===== config.mk =====
export PLATFORM = sky130hd
export DESIGN_NAME = ansi_escape_stripper_unit
export DESIGN_NICKNAME = d
export VERILOG_FILES = /design/src/rtl/aes_pkg.sv /design/src/rtl/aes_parser.sv /design/src/rtl/ansi_escape_stripper_unit.sv
export SDC_FILE = /design/constraint.sdc
export NUM_CORES = 1
export LEC_CHECK = 0
export BUFFER_PORTS_ARGS = -buffer_cell sky130_fd_sc_hd__buf_4
export CAP_MARGIN = 20
export CORE_ASPECT_RATIO = 2
export CORE_MARGIN = 2
export CORE_UTILIZATION = 45
export DETAILED_ROUTE_END_ITERATION = 16
export HOLD_SLACK_MARGIN = 0.1
export PLACE_DENSITY_LB_ADDON = 0.1
export REMOVE_ABC_BUFFERS = 1
export SLEW_MARGIN = 25
export SYNTH_ARGS = -nofsm -noshare
export SYNTH_HDL_FRONTEND = slang
export SYNTH_SLANG_ARGS = --single-unit

===== constraint.sdc =====
create_clock -name clk_i -period 5.2 [get_ports clk_i]
set_clock_uncertainty 0.05 [all_clocks]
set_input_delay 0 -clock clk_i [delete_from_list [all_inputs] [get_ports clk_i]]
set_output_delay 0 -clock clk_i [all_outputs]
set_load 0.005 [all_outputs]

===== src/rtl/aes_pkg.sv =====
package aes_pkg;

  // Byte codes that steer the parser.
  localparam logic [7:0] ByteEsc       = 8'h1b;
  localparam logic [7:0] ByteBel       = 8'h07;
  localparam logic [7:0] ByteTab       = 8'h09;
  localparam logic [7:0] ByteNewline   = 8'h0a;
  localparam logic [7:0] ByteSpace     = 8'h20;
  localparam logic [7:0] ByteDel       = 8'h7f;
  localparam logic [7:0] ByteC2        = 8'hc2;
  localparam logic [7:0] ByteC1Lo      = 8'h80;
  localparam logic [7:0] ByteC1Hi      = 8'h9f;
  localparam logic [7:0] ByteFinalLo   = 8'h40;
  localparam logic [7:0] ByteFinalHi   = 8'h7e;
  localparam logic [7:0] ByteCsiIntro  = 8'h5b;
  localparam logic [7:0] ByteOsc       = 8'h5d;
  localparam logic [7:0] ByteDcs       = 8'h50;
  localparam logic [7:0] ByteSos       = 8'h58;
  localparam logic [7:0] BytePm        = 8'h5e;
  localparam logic [7:0] ByteApc       = 8'h5f;
  localparam logic [7:0] ByteBackslash = 8'h5c;

  typedef enum logic [2:0] {
    ModePlain  = 3'd0,
    ModeEsc    = 3'd1,
    ModeCsi    = 3'd2,
    ModeStr    = 3'd3,
    ModeStrEsc = 3'd4
  } mode_e;

  typedef struct packed {
    mode_e mode;
    logic  held;
  } par_state_t;

  typedef struct packed {
    logic [7:0] out_byte;
    logic       has_byte;
    logic       run_last;
    logic       text_end;
  } res_t;

  typedef struct packed {
    par_state_t state;
    logic [1:0] count;
    res_t       res0;
    res_t       res1;
  } par_out_t;

endpackage


===== src/rtl/aes_parser.sv =====
module aes_parser (
  input  aes_pkg::par_state_t state_i,
  input  logic [7:0]          byte_i,
  input  logic                last_i,
  output aes_pkg::par_out_t   out_o
);

  logic       kept;
  logic       c2_out;
  logic       proceed;
  logic       byte_out;
  logic       is_c1;
  logic [1:0] count;
  aes_pkg::par_state_t nxt;
  aes_pkg::res_t r0;
  aes_pkg::res_t r1;

  assign is_c1 = byte_i inside {[aes_pkg::ByteC1Lo : aes_pkg::ByteC1Hi]};

  always_comb begin
    kept = 1'b1;
    if ((byte_i < aes_pkg::ByteSpace) && (byte_i != aes_pkg::ByteNewline) &&
        (byte_i != aes_pkg::ByteTab)) begin
      kept = 1'b0;
    end
    if (byte_i == aes_pkg::ByteDel || is_c1) begin
      kept = 1'b0;
    end
  end

  // Mode transitions and the kept bytes of one input item.
  always_comb begin
    nxt      = state_i;
    c2_out   = 1'b0;
    proceed  = 1'b0;
    byte_out = 1'b0;
    case (state_i.mode)
      aes_pkg::ModeEsc: begin
        if (byte_i == aes_pkg::ByteCsiIntro) begin
          nxt.mode = aes_pkg::ModeCsi;
        end else if (byte_i inside {aes_pkg::ByteOsc, aes_pkg::ByteDcs, aes_pkg::ByteSos,
                                    aes_pkg::BytePm, aes_pkg::ByteApc}) begin
          nxt.mode = aes_pkg::ModeStr;
        end else begin
          nxt.mode = aes_pkg::ModePlain;
        end
      end
      aes_pkg::ModeCsi: begin
        if (byte_i inside {[aes_pkg::ByteFinalLo : aes_pkg::ByteFinalHi]}) begin
          nxt.mode = aes_pkg::ModePlain;
        end
      end
      aes_pkg::ModeStr, aes_pkg::ModeStrEsc: begin
        if (state_i.mode == aes_pkg::ModeStrEsc && byte_i == aes_pkg::ByteBackslash) begin
          nxt.mode = aes_pkg::ModePlain;
        end else if (byte_i == aes_pkg::ByteBel) begin
          nxt.mode = aes_pkg::ModePlain;
        end else if (byte_i == aes_pkg::ByteEsc) begin
          nxt.mode = aes_pkg::ModeStrEsc;
        end else begin
          nxt.mode = aes_pkg::ModeStr;
        end
      end
      default: begin
        nxt.mode = aes_pkg::ModePlain;
        nxt.held = 1'b0;
        c2_out   = state_i.held && !is_c1;
        proceed  = !state_i.held || c2_out;
        if (proceed) begin
          if (byte_i == aes_pkg::ByteEsc) begin
            nxt.mode = aes_pkg::ModeEsc;
          end else if (byte_i == aes_pkg::ByteC2 && !last_i) begin
            nxt.held = 1'b1;
          end else if (kept) begin
            byte_out = 1'b1;
          end
        end
      end
    endcase
  end

  // Pack the results; the end of a text always yields at least one result.
  always_comb begin
    r0 = '0;
    r1 = '0;
    count = 2'd0;
    if (c2_out) begin
      r0.out_byte = aes_pkg::ByteC2;
      r0.has_byte = 1'b1;
      count = 2'd1;
      if (byte_out) begin
        r1.out_byte = byte_i;
        r1.has_byte = 1'b1;
        count = 2'd2;
      end
    end else if (byte_out) begin
      r0.out_byte = byte_i;
      r0.has_byte = 1'b1;
      count = 2'd1;
    end
    if (last_i && count == 2'd0) begin
      count = 2'd1;
    end
    if (count == 2'd2) begin
      r1.run_last = 1'b1;
      r1.text_end = last_i;
    end else begin
      r0.run_last = 1'b1;
      r0.text_end = last_i;
    end
  end

  always_comb begin
    out_o.state = nxt;
    if (last_i) begin
      out_o.state.mode = aes_pkg::ModePlain;
      out_o.state.held = 1'b0;
    end
    out_o.count = count;
    out_o.res0  = r0;
    out_o.res1  = r1;
  end

endmodule


===== src/rtl/ansi_escape_stripper_unit.sv =====
// Byte-wide filter that strips terminal escape and control sequences from a
// text and passes on the printable bytes. One byte enters per item on the
// slave side; tlast marks the final byte of a text. Dropped are ESC with the
// byte after it, CSI sequences through their final byte, OSC/DCS/SOS/PM/APC
// strings through BEL or ESC backslash, UTF-8 C1 pairs, C0 controls other
// than newline and tab, DEL and raw 0x80..0x9F. A 0xC2 is held back until the
// next byte decides whether it opens a C1 pair, so one input item can give
// two output items (the released 0xC2 and the new byte); a dropped byte gives
// none, except that the final byte of a text always gives at least one, with
// has_byte low when it carries no byte. The block accepts one item per clock
// while the output is ready; the result buffer drains one item per clock
// while m_axis_tready is high, so an input item with two results holds the
// input until both drain. Path: input register, then result register.
module ansi_escape_stripper_unit (
  input  logic       clk_i,
  input  logic       rst_ni,
  input  logic       s_axis_tvalid_i,
  output logic       s_axis_tready_o,
  input  logic [7:0] s_axis_tdata_i,   // [7:0] in_byte
  input  logic       s_axis_tlast_i,   // text_last
  output logic       m_axis_tvalid_o,
  input  logic       m_axis_tready_i,
  output logic [7:0] m_axis_tdata_o,   // [7:0] out_byte
  output logic       m_axis_tlast_o,   // run_last
  output logic [1:0] m_axis_tuser_o    // [0] has_byte, [1] text_end
);

  // Input register.
  logic       in_valid_q;
  logic [7:0] in_byte_q;
  logic       in_last_q;

  // Parser state, updated when the registered item moves on.
  aes_pkg::par_state_t state_q;
  aes_pkg::par_out_t   par;

  // Result buffer: up to two results, head in res0_q.
  aes_pkg::res_t res0_q, res0_d;
  aes_pkg::res_t res1_q, res1_d;
  logic [1:0]    cnt_q, cnt_d;

  logic pop;
  logic free;
  logic advance;
  logic load;

  aes_parser u_parser (
    .state_i (state_q),
    .byte_i  (in_byte_q),
    .last_i  (in_last_q),
    .out_o   (par)
  );

  assign pop  = (cnt_q != 2'd0) && m_axis_tready_i;
  // The buffer can take a fresh group when it is empty after this cycle's pop.
  assign free = (cnt_q == 2'd0) || ((cnt_q == 2'd1) && pop);
  // An item that gives no result moves on regardless of the buffer.
  assign advance = in_valid_q && ((par.count == 2'd0) || free);
  assign load    = advance && (par.count != 2'd0);

  assign s_axis_tready_o = !in_valid_q || advance;

  always_ff @(posedge clk_i or negedge rst_ni) begin
    if (!rst_ni) begin
      in_valid_q <= 1'b0;
    end else if (s_axis_tready_o) begin
      in_valid_q <= s_axis_tvalid_i;
    end
  end

  always_ff @(posedge clk_i) begin
    if (s_axis_tvalid_i && s_axis_tready_o) begin
      in_byte_q <= s_axis_tdata_i;
      in_last_q <= s_axis_tlast_i;
    end
  end

  always_ff @(posedge clk_i or negedge rst_ni) begin
    if (!rst_ni) begin
      state_q.mode <= aes_pkg::ModePlain;
      state_q.held <= 1'b0;
    end else if (advance) begin
      state_q <= par.state;
    end
  end

  always_comb begin
    res0_d = res0_q;
    res1_d = res1_q;
    cnt_d  = cnt_q;
    if (load) begin
      res0_d = par.res0;
      res1_d = par.res1;
      cnt_d  = par.count;
    end else if (pop) begin
      res0_d = res1_q;
      cnt_d  = cnt_q - 2'd1;
    end
  end

  always_ff @(posedge clk_i or negedge rst_ni) begin
    if (!rst_ni) begin
      cnt_q <= 2'd0;
    end else begin
      cnt_q <= cnt_d;
    end
  end

  always_ff @(posedge clk_i) begin
    res0_q <= res0_d;
    res1_q <= res1_d;
  end

  assign m_axis_tvalid_o = (cnt_q != 2'd0);
  assign m_axis_tdata_o  = res0_q.out_byte;
  assign m_axis_tlast_o  = res0_q.run_last;
  assign m_axis_tuser_o  = {res0_q.text_end, res0_q.has_byte};

endmodule

---- Yosys cells after proc, flatten, opt, wreduce, memory -nomap -nowiden ----
Index checks and enable logic that the tools add are counted.
word-level totals
  flip-flop bits (word level) ............. 38
  input bits .............................. 13
  output and inout port bits .............. 13
operators by class
  add/subtract/negate cells ............... 1
  magnitude comparators ................... 5
  eq/ne operators ......................... 21
  mux-type cells .......................... 33
  reductions and logical operators ........ 33
operator list
  cell                count
  $eq 8x7->1 const B  8
  $mux 11             2
  $mux 9              2
  $mux 2              8
  $ne 8x4->1 const B  2
  $mux 3              5
  $logic_and 1x1->1   13
  $mux 1              13
  $pmux 3 s3          1
  $eq 8x3->1 const B  1
  $eq 8x5->1 const B  1
  $eq 8x8->1 const B  1
  $ge 8x7->1 const B  1
  $ge 8x8->1 const B  1
  $le 8x7->1 const B  1
  $le 8x8->1 const B  1
  $lt 8x6->1 const B  1
  $mux 4              2
  $eq 3x2->1 const B  2
  $logic_not 2->1     3
  $reduce_bool 2->1   3
  $logic_or 1x1->1    5
  $reduce_bool 5->1   1
  $logic_not 1->1     4
  10 further kinds    11

---- Longest topological paths before layout ----
Gate-level depths: netlist of the first run.
  word-level depth ........................ 20
  depth in mapped cells ................... 15
  depth with buffers taken out ............ 12

---- Hierarchy ----
Synthesis of the first run repeated with hierarchy kept, for this count alone.
unflattened totals
  cell total of the unflattened synthesis .. 170
  area, all modules ....................... 2,148.3 µm²
by module, submodules not included
  module                     instances  cells each  area each (µm²)  seq. area each (µm²)
  ansi_escape_stripper_unit  1          76          1,482.7          1,106.1
  aes_parser                 1          94          665.6            0.0

---- Least setup slack after synthesis of the first run ----
No wires, ideal clock.
  path type ............................... register to register
  start point ............................. reg in_byte_q[7]
  end point ............................... reg cnt_q[1]
  arrival time ............................ 2,851 ps
  slack ................................... 2,178 ps
  stages on the path, launching flop included .. 14
  period minus slack after synthesis ...... 3,022 ps
  cell sequence ........................... edfxtp_1 -> nor3b_1 -> and4_1 -> a211o_1 -> nor2_1 -> inv_1 -> ha_1 -> a21oi_1 -> and2b_1 -> or2_2 -> buf_2 -> inv_1 -> or2_2 -> o22a_1
between the ends
  longest elaborated chain between the ends .. 20
RTL lines
  element                                      RTL line                          source
  from (decl)                                  ansi_escape_stripper_unit.sv:30   logic [7:0] in_byte_q;
  from (signal assigned)                       ansi_escape_stripper_unit.sv:73   in_byte_q <= s_axis_tdata_i;
  $lt 8x6->1 or $ne 8x4->1 (tied branches)     aes_parser.sv:22                  if ((byte_i < aes_pkg::ByteSpace) && (byte_i != aes_pkg::ByteNewline) &&
  $logic_and 1x1->1 (2 in series)              aes_parser.sv:22
  $mux 1                                       aes_parser.sv:22
  $mux 1                                       aes_parser.sv:26                  if (byte_i == aes_pkg::ByteDel || is_c1) begin
  $mux 1                                       aes_parser.sv:74                  end else if (kept) begin
  $mux 1                                       aes_parser.sv:72                  end else if (byte_i == aes_pkg::ByteC2 && !last_i) begin
  $mux 1                                       aes_parser.sv:70                  if (byte_i == aes_pkg::ByteEsc) begin
  $mux 1 (*)                                   aes_parser.sv:69                  if (proceed) begin
  [... 1 more ...]                             --
  via u_parser.byte_out                        aes_parser.sv:11                  logic byte_out;
  [... 2 more ...]                             --
  $logic_not 2->1                              aes_parser.sv:101                 if (last_i && count == 2'd0) begin
  $logic_and 1x1->1                            aes_parser.sv:101
  $mux 2 (*)                                   aes_parser.sv:101
  $logic_not 2->1                              ansi_escape_stripper_unit.sv:58   assign advance = in_valid_q && ((par.count == 2'd0) || free);
  $logic_or 1x1->1                             ansi_escape_stripper_unit.sv:58
  $logic_and 1x1->1                            ansi_escape_stripper_unit.sv:58
  $logic_and 1x1->1                            ansi_escape_stripper_unit.sv:59   assign load = advance && (par.count != 2'd0);
  $mux 2 or $reduce_bool 2->1 (tied branches)  --
  to (signal assigned)                         ansi_escape_stripper_unit.sv:105  cnt_q <= cnt_d;
  to (decl)                                    ansi_escape_stripper_unit.sv:40   logic [1:0] cnt_q, cnt_d;
The timed path passes the listed nets; every way through them passes the cells marked *.
A chain may end at the register's enable or synchronous reset.

---- Worst setup path in the final report of the first run ----
Same ends and word-level chain as after synthesis.

==> results.toml, run 1 <==
[worst_setup_path]
worstSetupEndpointType = "flop"
critical-path-max-stage-delay_ps = 540
setup.worst_path.class = "flop to flop"
path_buf_inv = 2
crit_path_max_fanout = 23
slowest_stage = "or2_2"
worstPathCellList = "nor4b_1, a21oi_1, a211o_1, nor2_1, inv_1, ha_1, a21oi_1, and2b_1, or2_2, inv_1, or2_2, o22a_1"
crit_arrival_ps = 3880
crit_family = "simple AND/OR/NAND/NOR gates"
required_ps = 5330
critPathLaunchType = "flop"

[drt]
drc = 0
ant_nets = 0
via_per_inst = 5.46
drtPass1Iterations = 4
avgRoutedWirePerCell_um = 14.8
num_vias = 1386
routed_wl_um = 3750
drtIter0Drc = 14

[power]
powerDensity_nw_per_um2 = 458
irDropWorstVdd_v = 0.000235
leakage_nw = 0.955
power.total_mw = 1.07

[yosys]
synthCells = 163
ys.flop_type = "edfxtp_1"
synth_cell_types = 48
async_flop_share = 0.184
synth_area_leaders = "edfxtp_1 (49%), dfrtp_1 (9.2%), nand2_1 (3.7%), and2_1 (3.0%), ha_1 (2.6%)"
yosysTopAreaCellShare = 0.488
ys_seq_area_frac = 0.580
synth_edf_count = 31
syn_area_um2 = 1910
synthTopCellsByCount = "edfxtp_1 (31), nand2_1 (19), and2_1 (9), nor2_1 (9), o21ai_0 (9)"
yosysMostFrequentCell = "edfxtp_1"
synth_warnings = 0
syn_avg_cell_area_um2 = 11.7
synth_top_cell_by_area = "edfxtp_1"
ys_seq_elements = 38

[global_route]
grt.overflow.total = 0
grt_pass1_wl_um = 6100
grt_pass1_vias = 1417
track_usage = 0.173
antenna_found_initial = 0
grt_max_degree = 24

[finish]
utilization = 0.569
syn_to_final_growth_pct = 21.8
drive_gt1_frac = 0.218
layoutNonFillerInstCount = 254
num_antenna_cells = 0
final_area_um2 = 2320
finalNetCount = 218

[die]
start_util = 0.467
die-area_um2 = 4810
pin_count = 26
die_h_um = 96.1
rows = 33
core-area_um2 = 4090
die_x_um = 50.0

[sta]
holdWs_ps = 117
rsz0062_at_grt = "no"
fin_ws_ps = 1450
fin_crit_ps = 3750
finalHoldViolCount = 0
worstMarginPinSlew_ps = 702
finalSetupTns_ps = 0
maxSlewHeadroom = 0.532
period_share = 0.722
drv_slew = 0
setup_viol = 0
clock.fmax_mhz = 266

[place]
place_area_um2 = 2120
io_buffers = 25
dpl.cell_count = 234
gp_congestion = 0.916
dpl.hpwl_um = 2940
dp_slack_ps = 1480

[clock_network]
clk_pin_slew_ps = 70
cts_buffer_depth = 2
cts_tree = "yes"
postCtsSetupRepairBufs = 0
cts_made_buffers = 5
h-tree-depth = 2
clock_latency_ps = 290
cts_sinks = 38
cts_root_buffer = "clkbuf_8"

[run_status]
status = "complete, no violations"

[min_path]
hold_class = "input port to flop"

[flow_run]
maxCapViolCount = 0
layout by cell type, fill, tap and decap left out, drive strengths merged, types with 3 or more instances in the layout:
cell          n
mux2          3
a21o          3
nand2        19
ha            4
a21oi         6
nor3          3
inv           7
and2         10
edfxtp       31
nor3b         3
dfrtp         7
nor2          9
or2           3
o21ai         9
buf          25
dlygate4sd3  12
clkbuf        5
power breakdown:
| part | switching, mW | internal, mW |
|---|---|---|
| logic | 0.183 | 0.167 |
| registers | 0.0561 | 0.465 |
| clock network | 0.103 | 0.0917 |
area by class of cell:
cell class                      count  area (um^2)
Clock buffer                        5         68.8
Clock inverter                      3         16.3
Fill cell                         362         1760
Inverter                            7         26.3
Multi-Input combinational cell    112          734
Sequential cell                    38         1110
Tap cell                           52         65.1
Timing Repair Buffer               37          308
timing repair:
item	in CTS	in global routing
resized for setup	0	0
hold buffers	12	0
endpoints found under the hold margin	17	0
final timing paths:
path                                  from             end  slack, ps  cells after the start
setup / recovery              in_byte_q[7]        cnt_q[1]       1450                     12
hold / removal             m_axis_tready_i      in_valid_q        120                      5
setup reg to reg              in_byte_q[7]        cnt_q[1]       1450                     12
hold reg to reg                  res1_q[1]  m_axis_tlast_o        480                      1
max in group asynchronous           rst_ni      state_q[1]       4250                      3
min in group asynchronous           rst_ni        cnt_q[0]        610                      3
kinds of logic (layout without fill, tap and decap cells):
group,after synthesis,in the layout,share of synthesized area
mux,3,3,0.0177
fa+ha+maj,4,4,0.0262
flops,38,38,0.580
xor+xnor,4,4,0.0184
buf+inv,13,52,0.0354
simple gates,68,68,0.199
compound gates,33,33,0.123
layer usage:
metal  share of wire  wire length, um  GRT usage  vias up
li1                -                -          -      673
met1            0.35             1300      0.148      664
met2            0.57             2140      0.338       32
met3           0.030              114     0.0373       17
met4           0.051              190      0.118        0
met5               0                0          0        -
worst min-delay path, delay by kind of cell:
kind / cells / cell delay [ps]
simple gates: 3 / 190
buf+inv: 1 / 80
compound gates: 1 / 140
flip-flops by register name, indices dropped and copies added (netlist names):
name	cells
m_axis_tuser_o	2
m_axis_tdata_o	8
in_valid_q	1
cnt_q	2
state_q	4
in_byte_q	8
in_last_q	1
m_axis_tlast_o	1
res1_q	11
Note: power is estimated with default switching activity, not from simulation.
==> run 2: changes to the inputs <==
--- a/config.mk
+++ b/config.mk
@@ -5,6 +5,7 @@
 export SDC_FILE = /design/constraint.sdc
 export NUM_CORES = 1
 export LEC_CHECK = 0
+export ABC_AREA = 1
 export BUFFER_PORTS_ARGS = -buffer_cell sky130_fd_sc_hd__buf_4
 export CAP_MARGIN = 20
 export CORE_ASPECT_RATIO = 2
==> constraint.sdc (replaced) <==
create_clock -name clk_i -period 3.65 [get_ports clk_i]
set_clock_uncertainty 0.05 [all_clocks]
set_input_delay 0 -clock clk_i [delete_from_list [all_inputs] [get_ports clk_i]]
set_output_delay 0 -clock clk_i [all_outputs]
set_load 0.005 [all_outputs]
==> run 2 against run 1 <==
  * First-iteration DRC count grew 29%
  * Synthesized area grew 6.5%
  * Hold slack gained 250 ps
  * Worst setup slack lost 810 ps
  * Register-to-register slack lost 810 ps
  * Critical path type unchanged
  * Critical endpoint unchanged
  * Largest cell class unchanged
  * Largest power group unchanged
  * Highest routed layer unchanged
==> results.toml, run 2 <==
[die]
rows = 34
die_x_um = 51.5
pin_count = 26
start_util = 0.468
core-area_um2 = 4340
die_h_um = 99.0
die-area_um2 = 5100

[yosys]
yosysMostFrequentCell = "nand2_1"
ys_seq_elements = 38
yosysTopAreaCellShare = 0.458
synth_top_cell_by_area = "edfxtp_1"
ys.flop_type = "edfxtp_1"
synth_edf_count = 31
synth_warnings = 0
async_flop_share = 0.184
synthCells = 219
syn_area_um2 = 2030
syn_avg_cell_area_um2 = 9.28
synth_area_leaders = "edfxtp_1 (46%), dfrtp_1 (8.6%), nand2_1 (7.8%), nor2_1 (5.5%), inv_1 (5.0%)"
synthTopCellsByCount = "nand2_1 (42), edfxtp_1 (31), nor2_1 (30)"
ys_seq_area_frac = 0.544
synth_cell_types = 28

[place]
io_buffers = 25
dpl.hpwl_um = 3030
dpl.cell_count = 295
gp_congestion = 0.946

[sta]
clock.fmax_mhz = 332
rsz0062_at_grt = "no"
finalSetupTns_ps = 0
period_share = 0.826
finalHoldViolCount = 0
fin_crit_ps = 3010
maxSlewHeadroom = 0.655
drv_slew = 0
setup_viol = 0
worstMarginPinSlew_ps = 516

[finish]
drive_gt1_frac = 0.221
largest_reg_flops = 11
num_antenna_cells = 0
finalNetCount = 279
final_cell_mix = "nand2_1 (42), edfxtp_1 (31), nor2_1 (30), inv_1 (27), buf_4 (25)"
nFillCells = 418
layoutNonFillerInstCount = 317
seq_area_um2 = 1110
final_common_cell = "nand2_1"
top_register = "res1_q"
multiInputGateArea_um2 = 759
utilization = 0.576
syn_to_final_growth_pct = 23.0

[drt]
drtPass1Iterations = 4
via_per_inst = 4.82
drtIter0Drc = 18
avgRoutedWirePerCell_um = 12.5
ant_nets = 0
num_vias = 1528
drc = 0
routed_wl_um = 3980

[worst_setup_path]
r2r_cells = 11
r2r_slack_ps = 640
crit_cells = 11
setup.worst_path.class = "flop to flop"
critPathLaunchType = "flop"
worstSetupEndpointType = "flop"
r2r-start = "in_byte_q[5]"
path_buf_inv = 2
r2r_end = "cnt_q[1]"
worstPathCellList = "nor3_1, nor2_1, nand2_2, inv_1, ha_1, a21oi_1, nand2_2, nand3_4, nand2_1, o21ai_0, inv_1"
critical-path-max-stage-delay_ps = 470
slowest_stage = "edfxtp_1"
crit_arrival_ps = 3150
cp-startpoint = "in_byte_q[5]"
required_ps = 3780
crit_end = "cnt_q[1]"
crit_family = "simple AND/OR/NAND/NOR gates"
crit_path_max_fanout = 14

[power]
powerDensity_nw_per_um2 = 738
irDropWorstVdd_v = 0.000347
leakage_nw = 1.15
power.total_mw = 1.84

[run_status]
status = "complete, no violations"

[clock_network]
cts_root_buffer = "clkbuf_8"
cts_tree = "yes"
cts_sinks = 38
clock_latency_ps = 300
cts_made_buffers = 5
postCtsSetupRepairBufs = 0
clk_pin_slew_ps = 80
cts_buffer_depth = 2
h-tree-depth = 2

[global_route]
grt_pass1_vias = 1550
track_usage = 0.182
grt_max_degree = 16
grt_pass1_wl_um = 6790
grt.overflow.total = 0
antenna_found_initial = 0

[min_path]
hold_class = "input port to flop"

[flow_run]
maxCapViolCount = 0
## run 2: logic make-up (layout without fill, tap and decap cells)
family | count (synthesis) | after routing | synth area share
buffers and inverters | 37 | 81 | 0.0819
AND/OR/NAND/NOR | 119 | 119 | 0.296
AO/OA/AOI/OAI | 21 | 21 | 0.0536
flip-flops | 38 | 38 | 0.544
adder cells (fa/ha/maj) | 4 | 4 | 0.0246
## run 2: cell type report
| cell class | instances | share of cell area |
|---|---|---|
| Sequential cell | 38 | 0.442 |
| Multi-Input combinational cell | 144 | 0.304 |
| Timing Repair Buffer | 39 | 0.131 |
| Inverter | 34 | 0.0521 |
| Clock buffer | 5 | 0.0275 |
| Tap cell | 54 | 0.0270 |
| Clock inverter | 3 | 0.0160 |
## run 2: per-layer routing
| layer | routed length (um) | share of wire | GRT usage | up-vias |
|---|---|---|---|---|
| li1 | - | - | - | 804 |
| met3 | 109 | 0.027 | 0.0409 | 12 |
| met1 | 1380 | 0.35 | 0.172 | 685 |
| met2 | 2340 | 0.59 | 0.335 | 27 |
| met4 | 146 | 0.037 | 0.107 | 0 |
| met5 | 0 | 0 | 0 | - |
## run 2: worst min-delay path by stage
stage / from / endpoint / slack (ps) / cells after the start
floorplan: rst_ni / cnt_q[0] / -350 / 0
global placement: rst_ni / state_q[3] / -230 / 1
detailed placement: rst_ni / state_q[3] / -230 / 1
CTS: s_axis_tdata_i[6] / in_byte_q[6] / 360 / 2
global route: s_axis_tdata_i[1] / in_byte_q[1] / 370 / 2
finish: s_axis_tdata_i[0] / in_byte_q[0] / 370 / 2
## run 2: power breakdown
group	total (mW)	switching [mW]	leakage, nW	internal, mW
logic	0.722	0.434	0.710	0.287
clock network	0.352	0.151	0.0579	0.201
registers	0.771	0.0782	0.385	0.693
total	1.84	0.663	1.15	1.18
## run 2: repair_timing
item                                   4_1_cts  5_1_grt
hold buffers                                14        0
gates resized for setup                      0        0
endpoints found under the hold margin       18        0
## run 2: worst register-to-register path, stage by stage, from the launching register on
cell and delay, ps:
edfxtp_1 470, nor3_1 460, nor2_1 110, nand2_2 240
inv_1 80, ha_1 320, a21oi_1 210, nand2_2 130
nand3_4 160, nand2_1 350, o21ai_0 260, inv_1 50
## run 2: metrics by stage
step	area (um^2)	setup WS, ps	hold slack, ps
final	2500	637	371
after global routing	2500	369	366
after CTS	2500	610	359
after detailed placement	2250	637	-229
after global placement	2250	667	-230
after floorplan	2000	1060	-346
